$ cat src/rtl/sf3_pkg.sv
// Shared constants and types of the 3x3 sharpen filter.
package sf3_pkg;

   localparam int PIXEL_BITS    = 8;
   localparam int WIDTH_BITS    = 11;
   localparam int HEIGHT_BITS   = 13;
   localparam int LEVEL_BITS    = 4;
   localparam int COUNT_BITS    = 23;
   localparam int CSR_IDX_BITS  = 2;
   localparam int CSR_DATA_BITS = 13;
   localparam int SUM_BITS      = 14;
   localparam int PROD_BITS     = SUM_BITS + LEVEL_BITS + 1;
   localparam int MAX_WIDTH_DEF = 1024;
   localparam int QUEUE_DEPTH   = 4;

   localparam logic [CSR_IDX_BITS-1:0] REG_FRAME_WIDTH   = 2'd0;
   localparam logic [CSR_IDX_BITS-1:0] REG_FRAME_HEIGHT  = 2'd1;
   localparam logic [CSR_IDX_BITS-1:0] REG_SHARPEN_LEVEL = 2'd2;

   localparam logic OP_PIXEL = 1'b0;
   localparam logic OP_DRAIN = 1'b1;

   // One classified request handed from front to back.
   typedef struct packed {
      logic [PIXEL_BITS-1:0] pixel;
      logic [WIDTH_BITS-1:0] col;
      logic                  emit;
      logic                  filt;
      logic                  last;
      logic [LEVEL_BITS-1:0] level;
   } sf3_item_type;

endpackage

$ cat src/rtl/sf3_fifo.sv
// Short queue of classified requests between front and back.
module sf3_fifo (
   input  logic                  clock,
   input  logic                  reset,
   input  logic                  push,
   input  sf3_pkg::sf3_item_type push_item,
   output logic                  full,
   input  logic                  pop,
   output logic                  not_empty,
   output sf3_pkg::sf3_item_type head
);

   localparam int D  = sf3_pkg::QUEUE_DEPTH;
   localparam int PB = $clog2(D);

   sf3_pkg::sf3_item_type mem_ff [D];
   logic [PB-1:0] wptr_ff, wptr_in;
   logic [PB-1:0] rptr_ff, rptr_in;
   logic [PB:0]   count_ff, count_in;

   always_comb begin
      wptr_in  = push ? PB'(wptr_ff + 1'b1) : wptr_ff;
      rptr_in  = pop ? PB'(rptr_ff + 1'b1) : rptr_ff;
      count_in = count_ff;
      if (push && !pop) begin
         count_in = (PB+1)'(count_ff + 1'b1);
      end else if (pop && !push) begin
         count_in = (PB+1)'(count_ff - 1'b1);
      end
   end

   always_ff @(posedge clock) begin
      if (reset) begin
         wptr_ff  <= '0;
         rptr_ff  <= '0;
         count_ff <= '0;
      end else begin
         wptr_ff  <= wptr_in;
         rptr_ff  <= rptr_in;
         count_ff <= count_in;
      end
      if (push) begin
         mem_ff[wptr_ff] <= push_item;
      end
   end

   assign full      = (count_ff == (PB+1)'(D));
   assign not_empty = (count_ff != '0);
   assign head      = mem_ff[rptr_ff];

endmodule

$ cat config.mk
export PLATFORM = sky130hd
export DESIGN_NAME = sf3_fifo
export DESIGN_NICKNAME = d
export VERILOG_FILES = /design/src/rtl/sf3_pkg.sv /design/src/rtl/sf3_fifo.sv
export SDC_FILE = /design/constraint.sdc
export NUM_CORES = 1
export LEC_CHECK = 0
export CORE_ASPECT_RATIO = 1.75
export CORE_MARGIN = 2
export CORE_UTILIZATION = 40
export CTS_BUF_LIST = sky130_fd_sc_hd__clkbuf_8
export CTS_CLUSTER_DIAMETER = 200
export CTS_CLUSTER_SIZE = 14
export DETAILED_ROUTE_END_ITERATION = 7
export DONT_BUFFER_PORTS = 1
export GPL_TIMING_DRIVEN = 0
export PLACE_DENSITY = 0.64
export SYNTH_ARGS = -nofsm -noshare
export SYNTH_HDL_FRONTEND = slang
export SYNTH_SLANG_ARGS = --single-unit
$ cat constraint.sdc
create_clock -name clock -period 4.4 [get_ports clock]
set_input_delay 0.88 -clock clock [delete_from_list [all_inputs] [get_ports clock]]
set_output_delay 0.88 -clock clock [all_outputs]
set_load 0.005 [all_outputs]
Word-level counts from Yosys, hierarchy flattened
Memories as Yosys holds them, arrays and structs flattened. A register that Yosys moved wholly into a read port is not among the register bits.
Cells that the tools add are included.

cells by class
  add/sub/neg operators = 4
  multiplexer cells = 6
  eq/ne operators = 1
  reductions and logical operators = 6

operator list
  cell                                                                count
  3-bit two-way mux                                                   2
  2-bit by 1-bit adder with 2-bit output, second input constant       2
  2-bit two-way mux                                                   2
  3-bit by 1-bit adder with 3-bit output, second input constant       1
  3-bit == test, second input constant                                1
  3-bit nonzero test                                                  1
  3-bit by 1-bit subtractor with 3-bit output, second input constant  1
  1-bit logical AND                                                   2
  1-bit logical NOT                                                   2
  1-bit two-way mux                                                   2
  2-bit nonzero test                                                  1

storage, ports and cells
  output and inout bits = 28
  memories = 1
  bits in writable memories = 104
  bits in registers = 7

memory list
  memory  depth  bits a word  rd ports  clocked after Yosys merged registers in  write ports  line            source
  mem_ff  4      26           1         1                                        1            sf3_fifo.sv:16  sf3_pkg::sf3_item_type mem_ff [D];

Logic depth before layout (Yosys ltp)
  word-level depth = 4
  depth in mapped cells = 7
  gate-level depth less buffers = 7

Worst setup path after synthesis
Ideal clock, no wire load.

  path type = input-to-reg
  start = input pop
  end = register count_ff[2]
  path slack = 2260 ps
  arrival time = 2070 ps
  path buffers = 0
  stages on the path = 7
  data required time = 4330 ps
  library setup time = 70 ps
  path through = inv_1 ha_1 inv_1 fa_1 xor2_1 or3_1 a21oi_1

between the ends
  longest elaborated chain between the ends = 3

RTL lines
  what                                                     line            source
  start, declared                                          sf3_fifo.sv:8   input logic pop,
  1-bit logical NOT                                        sf3_fifo.sv:25  if (push && !pop) begin
  1-bit logical AND                                        sf3_fifo.sv:25
  3-bit two-way mux or 2-bit nonzero test (tied branches)  n/a
  end signal, assigned                                     sf3_fifo.sv:40  count_ff <= count_in;
  end, declared                                            sf3_fifo.sv:19  logic [PB:0] count_ff, count_in;

Parallel ways exist; a longest one is shown, timed or not.
A chain may end at the register's enable or synchronous reset.

==> flow_metrics.env <==
export IMPL_finalCritPeriodShare=0.5694
export IMPL_p_per_area_nw_per_um2=465.0
export IMPL_synthTopCellsByArea="edfxtp_1 (74%), mux4_2 (11%), dfxtp_1 (4.3%), mux4_1 (3.7%), ha_1 (1.5%)"
export IMPL_grt_first_pass_wirelength_mm=10.39
export IMPL_netlist_cell_type_count=22
export IMPL_cts_root_buf="clkbuf_8"
export IMPL_dieArea_um2=11440
export IMPL_required_ns=3.52
export IMPL_antenna_cells=0
export IMPL_seq_power_share=0.561
export IMPL_syn_to_final_growth_pct=13.32
export IMPL_path_cells="clkbuf_2, buf_2, mux4_2"
export IMPL_clkLatencyLatePin_ns=0.40
export IMPL_rows=49
export IMPL_finalSetupTns_ns=0
export IMPL_cts_buffer_depth=2
export IMPL_start_util=0.4105
export IMPL_yosysTopAreaCell="edfxtp_1"
export IMPL_crit_arrival_ns=1.63
export IMPL_drcViolationCount=0
export IMPL_switching_share=0.2070
export IMPL_p_switching_mw=0.4611
export IMPL_yosysSeqAreaShare=0.7813
export IMPL_worst_clock_skew_ns=0.007860
export IMPL_wl_per_cell_um=19.52
export IMPL_rsz0062_at_grt="no"
export IMPL_critPathMaxFanout=10
export IMPL_setup_violations=0
export IMPL_first_pass_iters=4
export IMPL_p_int_mw=1.767
export IMPL_tightest_slew_ns=0.8137
export IMPL_drtIter0Drc=79
export IMPL_combPwrFrac=0.078
export IMPL_endpoint_kind="output port"
export IMPL_cts_buffers=17
export IMPL_critPathLaunchType="register"
export IMPL_maxCapViolations=0
export IMPL_leakage_nw=1.571
export IMPL_cts_tree="built"
export IMPL_ir_drop_uv=210.1
export IMPL_utilization=0.4651
export IMPL_cts_setup_buffers=0
export IMPL_postCtsResizedCells=0
export IMPL_place_hpwl_mm=4.426
export IMPL_num_nets_final=237
export IMPL_status="completed"
export IMPL_coreArea_um2=10300
export IMPL_timing_fmax_mhz=399.2
export IMPL_synth_fp_nets=216
export IMPL_holdBufCountCts=0
export IMPL_htree_num_levels=4
export IMPL_port_buffers=0
export IMPL_vias=1732
export IMPL_cts_clk_slew_worst_paths_ns=0.06
export IMPL_ant_nets=0
export IMPL_syn_area_um2=4228
export IMPL_max_stage_delay_ns=0.40
export IMPL_hold_class="register to register"
export IMPL_fin_crit_ns=2.505
export IMPL_place_congestion=0.6558
export IMPL_cp_slowest_cell="mux4_2"
export IMPL_grt_start_max_net_pins=27
export IMPL_netlist_instances=180
export IMPL_fp_dieW_um=81.72
export IMPL_via_per_inst=5.094
export IMPL_synth_top_area_frac=0.7387
export IMPL_die_y_um=140
export IMPL_cts_sinks=113
export IMPL_slew_headroom=0.4575
export IMPL_io_pins=58
export IMPL_overflow=0
export IMPL_pwr_share_clk=0.361
export IMPL_drv_slew=0
export IMPL_yosys_warnings=0
export IMPL_avgSynthCellArea_um2=23.49
export IMPL_antenna_found_initial=0
export IMPL_ys_ff_latch=113
export IMPL_drive_above_1_share=0.2629
export IMPL_grt_pass1_vias=1930
export IMPL_worst_setup_path_type="register to output port"
export IMPL_grt_usage=0.1317
export IMPL_routed_wl_mm=6.637
export IMPL_hold_viol=0
==> Yosys cell counts <==
master,count
nand2_1,1
mux2i_1,2
mux4_1,6
dfxtp_1,9
clkbuf_2,1
buf_12,2
o21ai_0,1
and2_1,4
edfxtp_1,104
inv_1,4
mux4_2,20
a21oi_1,1
xnor2_1,2
ha_1,5
xor2_1,3
nor2_1,7
fa_1,1
or3_1,2
buf_6,1
nor3b_1,1
buf_2,2
clkbuf_1,1
==> cell type report <==
type,count,area [um2]
clock buffers,22,302.8
fillers,870,5509
flip-flops and latches,113,3303
multi-input cells,56,842.1
clock inverters,9,43.79
inverters,4,15.01
plain buffers,7,70.07
well taps,127,158.9
repair buffers,2,55.05
==> power by group through the flow <==
| stage | Sequential (mW) | Combinational (mW) | Clock (mW) |
|---|---|---|---|
| 3_5_place_dp | 1.27 | 0.183 | 0 |
| 4_1_cts | 1.25 | 0.183 | 0.831 |
| 5_1_grt | 1.25 | 0.194 | 0.875 |
| 2_1_floorplan | 1.27 | 0.138 | 0 |
| 6_report | 1.25 | 0.174 | 0.804 |
| 3_3_place_gp | 1.27 | 0.174 | 0 |
==> path summary, 6_finish.rpt <==
kind	cells past startpoint	slack, ns	start	endpoint
worst max-delay path	3	1.89	register	head[1]
worst min-delay path	2	0.52	count_ff[2]$_SDFFE_PP0P_	count_ff[2]$_SDFFE_PP0P_
worst max register to register	3	2.63	wptr_ff[0]$_SDFFE_PP0P_	mem_ff[1][4]$_DFFE_PP_
worst min register to register	2	0.52	count_ff[2]$_SDFFE_PP0P_	count_ff[2]$_SDFFE_PP0P_
==> kinds of logic (layout without fill, tap and decap cells) <==
family / after synthesis / after routing / share of synthesized area
buffers and inverters: 11 / 44 / 0.02012
DFF: 113 / 113 / 0.7813
and+or+nand+nor: 15 / 15 / 0.01776
AOI/OAI and AO/OA: 2 / 2 / 0.002365
xor gates and xnor gates: 5 / 5 / 0.01036
adders and majority gates: 6 / 6 / 0.01953
muxes: 28 / 28 / 0.1486
==> registers in the layout (all words and copies together) (netlist names), named ones only <==
name      count
wptr_ff       2
rptr_ff       2
count_ff      3
mem_ff      104
==> critical path, delay by kind of cell, from the launching register on <==
family | cells | cell delay, ns
buffers and inverters | 2 | 0.52
DFF | 1 | 0.30
muxes | 1 | 0.40
==> routing by layer <==
metal | routed length (um) | global-route usage | vias to the layer above
met5 | 0 | 0 | -
met4 | 150 | 0.06842 | 0
met3 | 436 | 0.05670 | 8
met2 | 3803 | 0.2304 | 46
met1 | 2247 | 0.1262 | 893
li1 | - | - | 785
==> cell usage in the layout (no fill, tap or decap), types with 3 or more instances in the layout <==
cell type,synthesis,final
edfxtp_1,104,104
clkbuf_8,0,22
mux4_2,20,20
dfxtp_1,9,9
inv_1,4,8
nor2_1,7,7
mux4_1,6,6
ha_1,5,5
xor2_1,3,3
==> stage by stage <==
stage	std cells	area (um2)	setup WS [ns]	power (mW)	hold slack, ns
after global routing	340	4791	1.784	2.323	0.5301
after floorplan	180	4228	2.260	1.405	0.4614
final	340	4791	1.895	2.228	0.5150
after detailed placement	309	4442	1.904	1.457	0.5053
after CTS	340	4788	1.827	2.266	0.5133
after global placement	307	4387	1.987	1.444	0.4865
(Power assumes the default switching activity.)
