`config.mk`:
```
export PLATFORM = sky130hd
export DESIGN_NAME = sf3_front
export DESIGN_NICKNAME = d
export VERILOG_FILES = /design/src/rtl/sf3_pkg.sv /design/src/rtl/sf3_div.sv /design/src/rtl/sf3_front.sv
export SDC_FILE = /design/constraint.sdc
export NUM_CORES = 1
export LEC_CHECK = 0
export ABC_AREA = 1
export ABC_CLOCK_PERIOD_IN_PS = 9300
export BUFFER_PORTS_ARGS = -buffer_cell sky130_fd_sc_hd__buf_2
export CAP_MARGIN = 20
export CORE_MARGIN = 3
export CORE_UTILIZATION = 60
export CTS_BUF_LIST = sky130_fd_sc_hd__clkbuf_8
export CTS_CLUSTER_SIZE = 8
export DETAILED_ROUTE_END_ITERATION = 10
export PLACE_DENSITY = 0.73
export SYNTH_ARGS = -nofsm -noshare
export SYNTH_HDL_FRONTEND = slang
export SYNTH_HIERARCHICAL = 1
export SYNTH_SLANG_ARGS = --single-unit
```
`constraint.sdc`:
```
create_clock -name clock -period 9.3 [get_ports clock]
set_input_delay 1.86 -clock clock [delete_from_list [all_inputs] [get_ports clock]]
set_output_delay 1.86 -clock clock [all_outputs]
set_load 0.01 [all_outputs]
```
`src/rtl/sf3_pkg.sv`:
```
// Shared constants and types of the 3x3 sharpen filter.
package sf3_pkg;

   localparam int PIXEL_BITS    = 8;
   localparam int WIDTH_BITS    = 11;
   localparam int HEIGHT_BITS   = 13;
   localparam int LEVEL_BITS    = 4;
   localparam int COUNT_BITS    = 23;
   localparam int CSR_IDX_BITS  = 2;
   localparam int CSR_DATA_BITS = 13;
   localparam int SUM_BITS      = 14;
   localparam int PROD_BITS     = SUM_BITS + LEVEL_BITS + 1;
   localparam int MAX_WIDTH_DEF = 1024;
   localparam int QUEUE_DEPTH   = 4;

   localparam logic [CSR_IDX_BITS-1:0] REG_FRAME_WIDTH   = 2'd0;
   localparam logic [CSR_IDX_BITS-1:0] REG_FRAME_HEIGHT  = 2'd1;
   localparam logic [CSR_IDX_BITS-1:0] REG_SHARPEN_LEVEL = 2'd2;

   localparam logic OP_PIXEL = 1'b0;
   localparam logic OP_DRAIN = 1'b1;

   // One classified request handed from front to back.
   typedef struct packed {
      logic [PIXEL_BITS-1:0] pixel;
      logic [WIDTH_BITS-1:0] col;
      logic                  emit;
      logic                  filt;
      logic                  last;
      logic [LEVEL_BITS-1:0] level;
   } sf3_item_type;

endpackage

```
`src/rtl/sf3_div.sv`:
```
// Bit-serial divider: remainder of one dividend, quotient and remainder of another.
module sf3_div (
   input  logic                             clock,
   input  logic                             reset,
   input  logic                             start,
   input  logic [sf3_pkg::WIDTH_BITS-1:0]   divisor,
   input  logic [sf3_pkg::COUNT_BITS-1:0]   dividend_a,
   input  logic [sf3_pkg::COUNT_BITS-1:0]   dividend_b,
   output logic                             busy,
   output logic                             done,
   output logic [sf3_pkg::WIDTH_BITS-1:0]   rem_a,
   output logic [sf3_pkg::COUNT_BITS-1:0]   quot_b,
   output logic [sf3_pkg::WIDTH_BITS-1:0]   rem_b
);

   localparam int CB = sf3_pkg::COUNT_BITS;
   localparam int WB = sf3_pkg::WIDTH_BITS;
   localparam int SB = $clog2(CB);

   logic          run_ff, run_in;
   logic          done_ff, done_in;
   logic [SB-1:0] step_ff, step_in;
   logic [WB-1:0] dv_ff, dv_in;
   logic [WB-1:0] ra_ff, ra_in;
   logic [WB-1:0] rb_ff, rb_in;
   logic [CB-1:0] qa_ff, qa_in;
   logic [CB-1:0] qb_ff, qb_in;
   logic [WB:0]   ta, tb;

   always_comb begin
      run_in  = run_ff;
      done_in = 1'b0;
      step_in = step_ff;
      dv_in   = dv_ff;
      ra_in   = ra_ff;
      rb_in   = rb_ff;
      qa_in   = qa_ff;
      qb_in   = qb_ff;
      ta      = {ra_ff, qa_ff[CB-1]};
      tb      = {rb_ff, qb_ff[CB-1]};
      if (start) begin
         run_in  = 1'b1;
         step_in = '0;
         dv_in   = divisor;
         ra_in   = '0;
         rb_in   = '0;
         qa_in   = dividend_a;
         qb_in   = dividend_b;
      end else if (run_ff) begin
         qa_in = {qa_ff[CB-2:0], 1'b0};
         if (ta >= {1'b0, dv_ff}) begin
            ra_in = WB'(ta - {1'b0, dv_ff});
         end else begin
            ra_in = ta[WB-1:0];
         end
         if (tb >= {1'b0, dv_ff}) begin
            rb_in = WB'(tb - {1'b0, dv_ff});
            qb_in = {qb_ff[CB-2:0], 1'b1};
         end else begin
            rb_in = tb[WB-1:0];
            qb_in = {qb_ff[CB-2:0], 1'b0};
         end
         step_in = SB'(step_ff + 1'b1);
         if (step_ff == SB'(CB - 1)) begin
            run_in  = 1'b0;
            done_in = 1'b1;
         end
      end
   end

   always_ff @(posedge clock) begin
      if (reset) begin
         run_ff  <= 1'b0;
         done_ff <= 1'b0;
         step_ff <= '0;
      end else begin
         run_ff  <= run_in;
         done_ff <= done_in;
         step_ff <= step_in;
      end
      dv_ff <= dv_in;
      ra_ff <= ra_in;
      rb_ff <= rb_in;
      qa_ff <= qa_in;
      qb_ff <= qb_in;
   end

   assign busy   = run_ff;
   assign done   = done_ff;
   assign rem_a  = ra_ff;
   assign quot_b = qb_ff;
   assign rem_b  = rb_ff;

endmodule

```
`src/rtl/sf3_front.sv`:
```
// Front: configuration registers, frame counters and request classification.
module sf3_front #(
   parameter int MAX_WIDTH = sf3_pkg::MAX_WIDTH_DEF
) (
   input  logic                                clock,
   input  logic                                reset,
   input  logic                                csr_valid,
   output logic                                csr_ready,
   input  logic [sf3_pkg::CSR_IDX_BITS-1:0]    csr_index,
   input  logic [sf3_pkg::CSR_DATA_BITS-1:0]   csr_data,
   input  logic                                req_tvalid,
   output logic                                req_tready,
   input  logic                                req_tuser,
   input  logic [sf3_pkg::PIXEL_BITS-1:0]      req_tdata,
   input  logic                                queue_full,
   output logic                                push,
   output sf3_pkg::sf3_item_type               push_item
);

   localparam int WB = sf3_pkg::WIDTH_BITS;
   localparam int HB = sf3_pkg::HEIGHT_BITS;
   localparam int LB = sf3_pkg::LEVEL_BITS;
   localparam int CB = sf3_pkg::COUNT_BITS;
   localparam logic [WB+1:0] MaxW = (WB+2)'(MAX_WIDTH);

   logic [WB-1:0] width_ff, width_in;
   logic [HB-1:0] height_ff, height_in;
   logic [LB-1:0] level_ff, level_in;
   logic [CB-1:0] total_ff;
   logic          pend_ff;
   logic [CB-1:0] taken_ff, taken_in;
   logic [WB-1:0] col_ff, col_in;
   logic [CB-1:0] given_ff, given_in;
   logic [CB-1:0] qr_ff, qr_in;
   logic [WB-1:0] qc_ff, qc_in;

   logic [WB-1:0] eff_w;
   logic [HB-1:0] eff_h;
   logic          csr_wr, acc, full_taken, keep, emit, last, filt, busy;
   logic          div_busy, div_done;
   logic [WB-1:0] div_rem_a, div_rem_b;
   logic [CB-1:0] div_quot_b;

   assign csr_ready = 1'b1;
   assign csr_wr    = csr_valid && csr_ready;

   always_comb begin
      if (width_ff == '0) begin
         eff_w = WB'(1);
      end else if ({2'b00, width_ff} > MaxW) begin
         eff_w = MaxW[WB-1:0];
      end else begin
         eff_w = width_ff;
      end
      eff_h = (height_ff == '0) ? HB'(1) : height_ff;
   end

   always_comb begin
      width_in  = width_ff;
      height_in = height_ff;
      level_in  = level_ff;
      if (csr_wr) begin
         case (csr_index)
            sf3_pkg::REG_FRAME_WIDTH:   width_in  = csr_data[WB-1:0];
            sf3_pkg::REG_FRAME_HEIGHT:  height_in = csr_data[HB-1:0];
            sf3_pkg::REG_SHARPEN_LEVEL: level_in  = csr_data[LB-1:0];
            default: ;
         endcase
      end
   end

   // Counters are re-derived for the new width before requests resume.
   sf3_div u_div (
      .clock      (clock),
      .reset      (reset),
      .start      (pend_ff),
      .divisor    (eff_w),
      .dividend_a (taken_ff),
      .dividend_b (given_ff),
      .busy       (div_busy),
      .done       (div_done),
      .rem_a      (div_rem_a),
      .quot_b     (div_quot_b),
      .rem_b      (div_rem_b)
   );

   assign busy       = pend_ff || div_busy || div_done;
   assign req_tready = !queue_full && !busy;
   assign acc        = req_tvalid && req_tready;

   always_comb begin
      full_taken = (taken_ff >= total_ff);
      keep       = full_taken || (req_tuser == sf3_pkg::OP_PIXEL);
      emit       = (taken_ff >= CB'(eff_w) + CB'(1));
      last       = (CB'(given_ff + 1'b1) >= total_ff);
      filt       = (level_ff != '0) && (qr_ff != '0)
                   && ({1'b0, qr_ff} + (CB+1)'(1) < (CB+1)'(eff_h))
                   && (qc_ff != '0)
                   && ({1'b0, qc_ff} + (WB+1)'(1) < {1'b0, eff_w});

      push            = acc && keep;
      push_item.pixel = full_taken ? '0 : req_tdata;
      push_item.col   = col_ff;
      push_item.emit  = emit;
      push_item.filt  = filt;
      push_item.last  = last;
      push_item.level = level_ff;

      taken_in = taken_ff;
      col_in   = col_ff;
      given_in = given_ff;
      qr_in    = qr_ff;
      qc_in    = qc_ff;
      if (div_done) begin
         col_in = div_rem_a;
         qr_in  = div_quot_b;
         qc_in  = div_rem_b;
      end else if (push) begin
         taken_in = CB'(taken_ff + 1'b1);
         col_in   = (WB'(col_ff + 1'b1) == eff_w) ? '0 : WB'(col_ff + 1'b1);
         if (emit) begin
            given_in = CB'(given_ff + 1'b1);
            if (WB'(qc_ff + 1'b1) == eff_w) begin
               qc_in = '0;
               qr_in = CB'(qr_ff + 1'b1);
            end else begin
               qc_in = WB'(qc_ff + 1'b1);
            end
            if (last) begin
               taken_in = '0;
               col_in   = '0;
               given_in = '0;
               qr_in    = '0;
               qc_in    = '0;
            end
         end
      end
   end

   always_ff @(posedge clock) begin
      if (reset) begin
         width_ff  <= WB'(1);
         height_ff <= HB'(1);
         level_ff  <= '0;
         total_ff  <= CB'(1);
         pend_ff   <= 1'b0;
         taken_ff  <= '0;
         col_ff    <= '0;
         given_ff  <= '0;
         qr_ff     <= '0;
         qc_ff     <= '0;
      end else begin
         width_ff  <= width_in;
         height_ff <= height_in;
         level_ff  <= level_in;
         total_ff  <= CB'(eff_w) * CB'(eff_h);
         pend_ff   <= csr_wr;
         taken_ff  <= taken_in;
         col_ff    <= col_in;
         given_ff  <= given_in;
         qr_ff     <= qr_in;
         qc_ff     <= qc_in;
      end
   end

endmodule

```
# After elaboration in Yosys (flattened, before gate mapping)
# Cells that the tools add are included.
classes:
  n_addsub: 11
  mul: 1
  magnitude_cmp: 8
  eq_ne: 5
  n_mux: 33
  bitwise: 3
  reduce_logical: 31
op_table:
  columns: ["cell", "count"]
  rows:
  - ["$mux 23", 12]
  - ["$mux 11", 14]
  - ["$add 23x1->23 const B", 3]
  - ["$ge 23x23->1", 2]
  - ["$add 11x1->12 const B", 2]
  - ["$add 23x1->24 const B", 1]
  - ["$ge 12x11->1", 2]
  - ["$lt 24x13->1", 1]
  - ["$ge 23x12->1", 1]
  - ["$mul 11x13->23", 1]
  - ["$reduce_bool 23->1", 1]
  - ["$add 11x1->11 const B", 2]
  - ["$eq 11x11->1", 2]
  - ["$sub 11x11->11", 2]
  - ["$logic_not 13->1", 1]
  - ["$mux 13", 1]
  - ["$lt 12x11->1", 1]
  - ["$gt 11x11->1 const B", 1]
  - ["$logic_not 11->1", 1]
  - ["$reduce_bool 11->1", 1]
  - ["$reduce_and 2->1", 5]
  - ["$mux 8", 1]
  - ["$logic_and 1x1->1", 7]
  - ["$reduce_and 3->1", 2]
  - ["14 further kinds", 25]
totals:
  ff_bits: 229
  inputBits: 29
  output_inout_bits: 29

# Logic depth before layout (Yosys ltp)
logic_depth:
  ltp_word: 9
  depth_mapped: 29
  ltp_nobuf: 27

# By module
# The synthesis kept the hierarchy.
by_module_without_submodules:
  columns: ["mod", "n_inst", "cells_each", "area_per_inst_um2", "seq_area_each_um2"]
  rows:
  - ["sf3_front", 1, 2332, 15338.5, 2862.7]
  - ["sf3_div", 1, 648, 5039.8, 2292.2]

# Worst setup path after synthesis
# OpenSTA, ideal clock, no wires.
synth_path:
  kind: "reg-to-reg"
  from: "reg width_ff[2]"
  to: "reg total_ff[16]"
  t_arrival_ns: 5.338
  slack_ns: 3.832
  stages_incl_launch_ff: 26
  path_buffers: 2
  period_less_slack_ns: 5.468
  path_cell_list: "dfxtp_1 -> nor2_2 -> nand3_2 -> o21bai_4 -> buf_6 -> nand2_4 -> clkinv_2 -> clkbuf_1 -> nand2_1 -> fa_1 -> fa_1 -> fa_1 -> inv_1 -> fa_1 -> inv_1 -> fa_1 -> inv_1 -> ha_1 -> nand2_1 -> o21ai_0 -> a21oi_1 -> o21ai_0 -> nand3_1 -> nand2_1 -> nand2_1 -> nor3b_1"
synth_via:
  elab_chain_len: 4
synth_lines:
  columns: ["item", "line_no", "rtl"]
  rows:
  - ["start, declared", "sf3_front.sv:26", "logic [WB-1:0] width_ff, width_in;"]
  - ["start signal, assigned", "sf3_front.sv:153", "width_ff <= width_in;"]
  - ["$gt 11x11->1", "sf3_front.sv:50", "end else if ({2'b00, width_ff} > MaxW) begin"]
  - ["$mux 11", "sf3_front.sv:50", null]
  - ["$mux 11 *", "sf3_front.sv:48", "if (width_ff == '0) begin"]
  - ["named net eff_w[2]", "sf3_front.sv:37", "logic [WB-1:0] eff_w;"]
  - ["$mul 11x13->23 *", "sf3_front.sv:156", "total_ff <= CB'(eff_w) * CB'(eff_h);"]
  - ["end signal, assigned", "sf3_front.sv:156", null]
  - ["end, declared", "sf3_front.sv:29", "logic [CB-1:0] total_ff;"]
# Mark *: on every way through the listed nets, which the timed path passes. The rest lies on a longest branch.
# A chain may end at the register's enable or synchronous reset.

==> out/results.tsv <==
metric	value	unit
status	complete, no violations	
detailed_place_hpwl	44400	um
fin_crit	6662	ps
num_rows	66	
timing.fmax	150.1	MHz
cts_setup_buffers	0	
crit_fanout	21	
setup_tns	0	ps
yosysWarnings	6	
clkLatencyLatePin	620	ps
p_leak	10.86	nW
cts_tree	done	
cp_data_arrival_time	4800	ps
gp_congestion	0.9596	
diodes	0	
drtPass1Iterations	5	
seq_area	5156	sq um
drive_gt1_share	6.461	%
grt_use_met2	52.38	%
busiest_layer	met2	
setup_viol	0	
period_share	71.63	%
start_kind	register	
numCtsBuffers	43	
synth-seq-cells	229	
cts.reportedPaths.clkPinSlew	60	ps
report.final.slew_viol_count	0	
grt_pass1_wl	95960	um
nets	3283	
ios	58	
synth.distinct_cells	52	
syn_avg_cell_area	6.838	sq um
die_area	36210	sq um
place_area	20760	sq um
tightest_slew	1063	ps
htreeDepth	2	
final_common_cell	nand2_1	
cts_buffer_depth	3	
drtIter0Drc	1748	
clockRootBuffer	clkbuf_8	
skew	35.37	ps
fillers	3074	
met3_usage	5.404	%
synthCells	2980	
end_kind	output port	
grt_overflow	0	
hold_path.class	register to register	
maxSlewHeadroom	29.07	%
antenna_found_initial	1	
worstSetupPathType	register to output port	
route.detailed.drc	0	
peakVddDrop	0.1296	mV
dieHeight	190.3	um
totalWireLength	58720	um
grt_pass1_vias	18480	
stdcell_area	21650	sq um
grtUsageMet1	45.52	%
yosysSeqAreaShare	25.30	%
grt_setup_unrepaired	no	
ant_nets	0	
io_buffers	56	
multi_input_area	12910	sq um
power_density	143.7	nW/um^2
fp.coreArea	33030	sq um
final_cell_mix	nand2_1 (772), inv_1 (463), nor2_1 (369)	
die-width	190.3	um
hold_buffers	0	
cts_resized	0	
area_growth	6.220	%
num_vias	19450	
cap_violations	0	
syn-cell-area	20380	sq um
wl_per_cell	16.97	um
viasPerCell	5.620	
initial_core_util	61.69	%
required	7440	ps
hold_viol	0	
grt_usage	32.79	%
grt_max_degree	60	
cts.sink_count	229	
==> per-layer routing <==
metal	share of wire (%)	wire length (um)
met3	8.2	4801
met4	3.2	1894
met5	0.022	13
met1	44	25820
met2	45	26180
==> sequential cells by signal, indices dropped and copies added, names as in the netlist <==
name and flops:
u_div/busy 1, level_ff 4, u_div/dv_ff 11, u_div/rem_a 11
qr_ff 23, u_div/qa_ff 23, total_ff 23, given_ff 23
width_ff 11, u_div/done 1, height_ff 13, u_div/rem_b 11
col_ff 11, qc_ff 11, u_div/step_ff 5, u_div/quot_b 23
pend_ff 1, taken_ff 23
==> stage by stage <==
step | power, mW | cells | utilization [%] | setup slack (ps) | hold slack (ps)
final | 3.110 | 3460 | 65.53 | 2638 | 473.7
after floorplan | 1.888 | 2981 | - | 3832 | 451.7
after CTS | 3.103 | 3459 | 65.50 | 2681 | 472.6
after global placement | 2.079 | 3378 | 62.80 | 3217 | 453.6
after global routing | 3.304 | 3460 | 65.53 | 2317 | 507.9
after detailed placement | 2.099 | 3379 | 62.86 | 3027 | 463.3
==> power by group <==
| group | internal, mW | leakage (nW) | switching [mW] |
|---|---|---|---|
| logic | 0.294 | 8.40 | 0.649 |
| clock network | 0.541 | 0.510 | 0.463 |
| registers | 1.10 | 1.96 | 0.0672 |
==> synthesized netlist by cell type, drive strengths merged <==
cell	instances	area share, %
nor2	376	7.1
nand2	785	15
nand4	97	3.0
xnor2	13	0.56
ha	172	11
buf	49	1.5
a31oi	3	0.092
nor3	42	1.1
nand3b	6	0.22
inv	462	8.5
dfxtp	172	17
and2	4	0.14
a21boi	1	0.037
xor2	58	2.5
conb	1	0.018
a21o	6	0.22
o21bai	7	0.31
fa	99	9.7
o21a	7	0.26
edfxtp	57	8.4
clkbuf	62	1.1
xnor3	1	0.11
nor4	10	0.34
o21ai	96	2.4
clkinv	9	0.18
nand3	190	5.0
o31ai	2	0.074
or2	4	0.12
nor3b	3	0.11
o211ai	3	0.11
a21oi	179	4.5
a211oi	4	0.15
==> final timing paths <==
kind | startpoint | end | slack (ps) | cells past startpoint
max | width_ff[10] | push_item[6] | 2640 | 17
min | level_ff[0] | level_ff[0] | 470 | 2
max reg2reg | width_ff[10] | total_ff[16] | 2940 | 22
min reg2reg | level_ff[0] | level_ff[0] | 470 | 2
==> cell families (layout without fill, tap and decap cells) <==
logic type                 Yosys count  count (layout)  share of synthesized area, %
and+or+nand+nor                   1517            1517                         31.78
other                                1               2                       0.01840
DFF                                229             229                         25.30
buffers and inverters              582             619                         11.38
adders and majority gates          271             271                         20.29
xor gates and xnor gates            72              72                         3.162
AOI/OAI and AO/OA                  308             308                         8.080
==> critical path: stages (launching register included) <==
cell and delay [ps]:
dfxtp_1 730, inv_2 230, o21bai_4 320, nand2_2 330, clkinv_2 200, ha_1 270
nand2_1 90, nor2_2 50, nand2_1 100, nor2_2 60, a31oi_1 280, ha_1 340
a21o_1 170, o21ai_1 120, nand2_1 60, nor2_1 120, nand3_2 400, buf_2 310
==> area by class of cell <==
| cell class | count | share of cell area (%) |
|---|---|---|
| Inverter | 471 | 8.185 |
| Timing Repair Buffer | 68 | 1.786 |
| Clock buffer | 49 | 3.116 |
| Tap cell | 442 | 2.555 |
| Clock inverter | 31 | 0.9017 |
| Multi-Input combinational cell | 2170 | 59.64 |
| Sequential cell | 229 | 23.82 |
(Power assumes the default switching activity.)
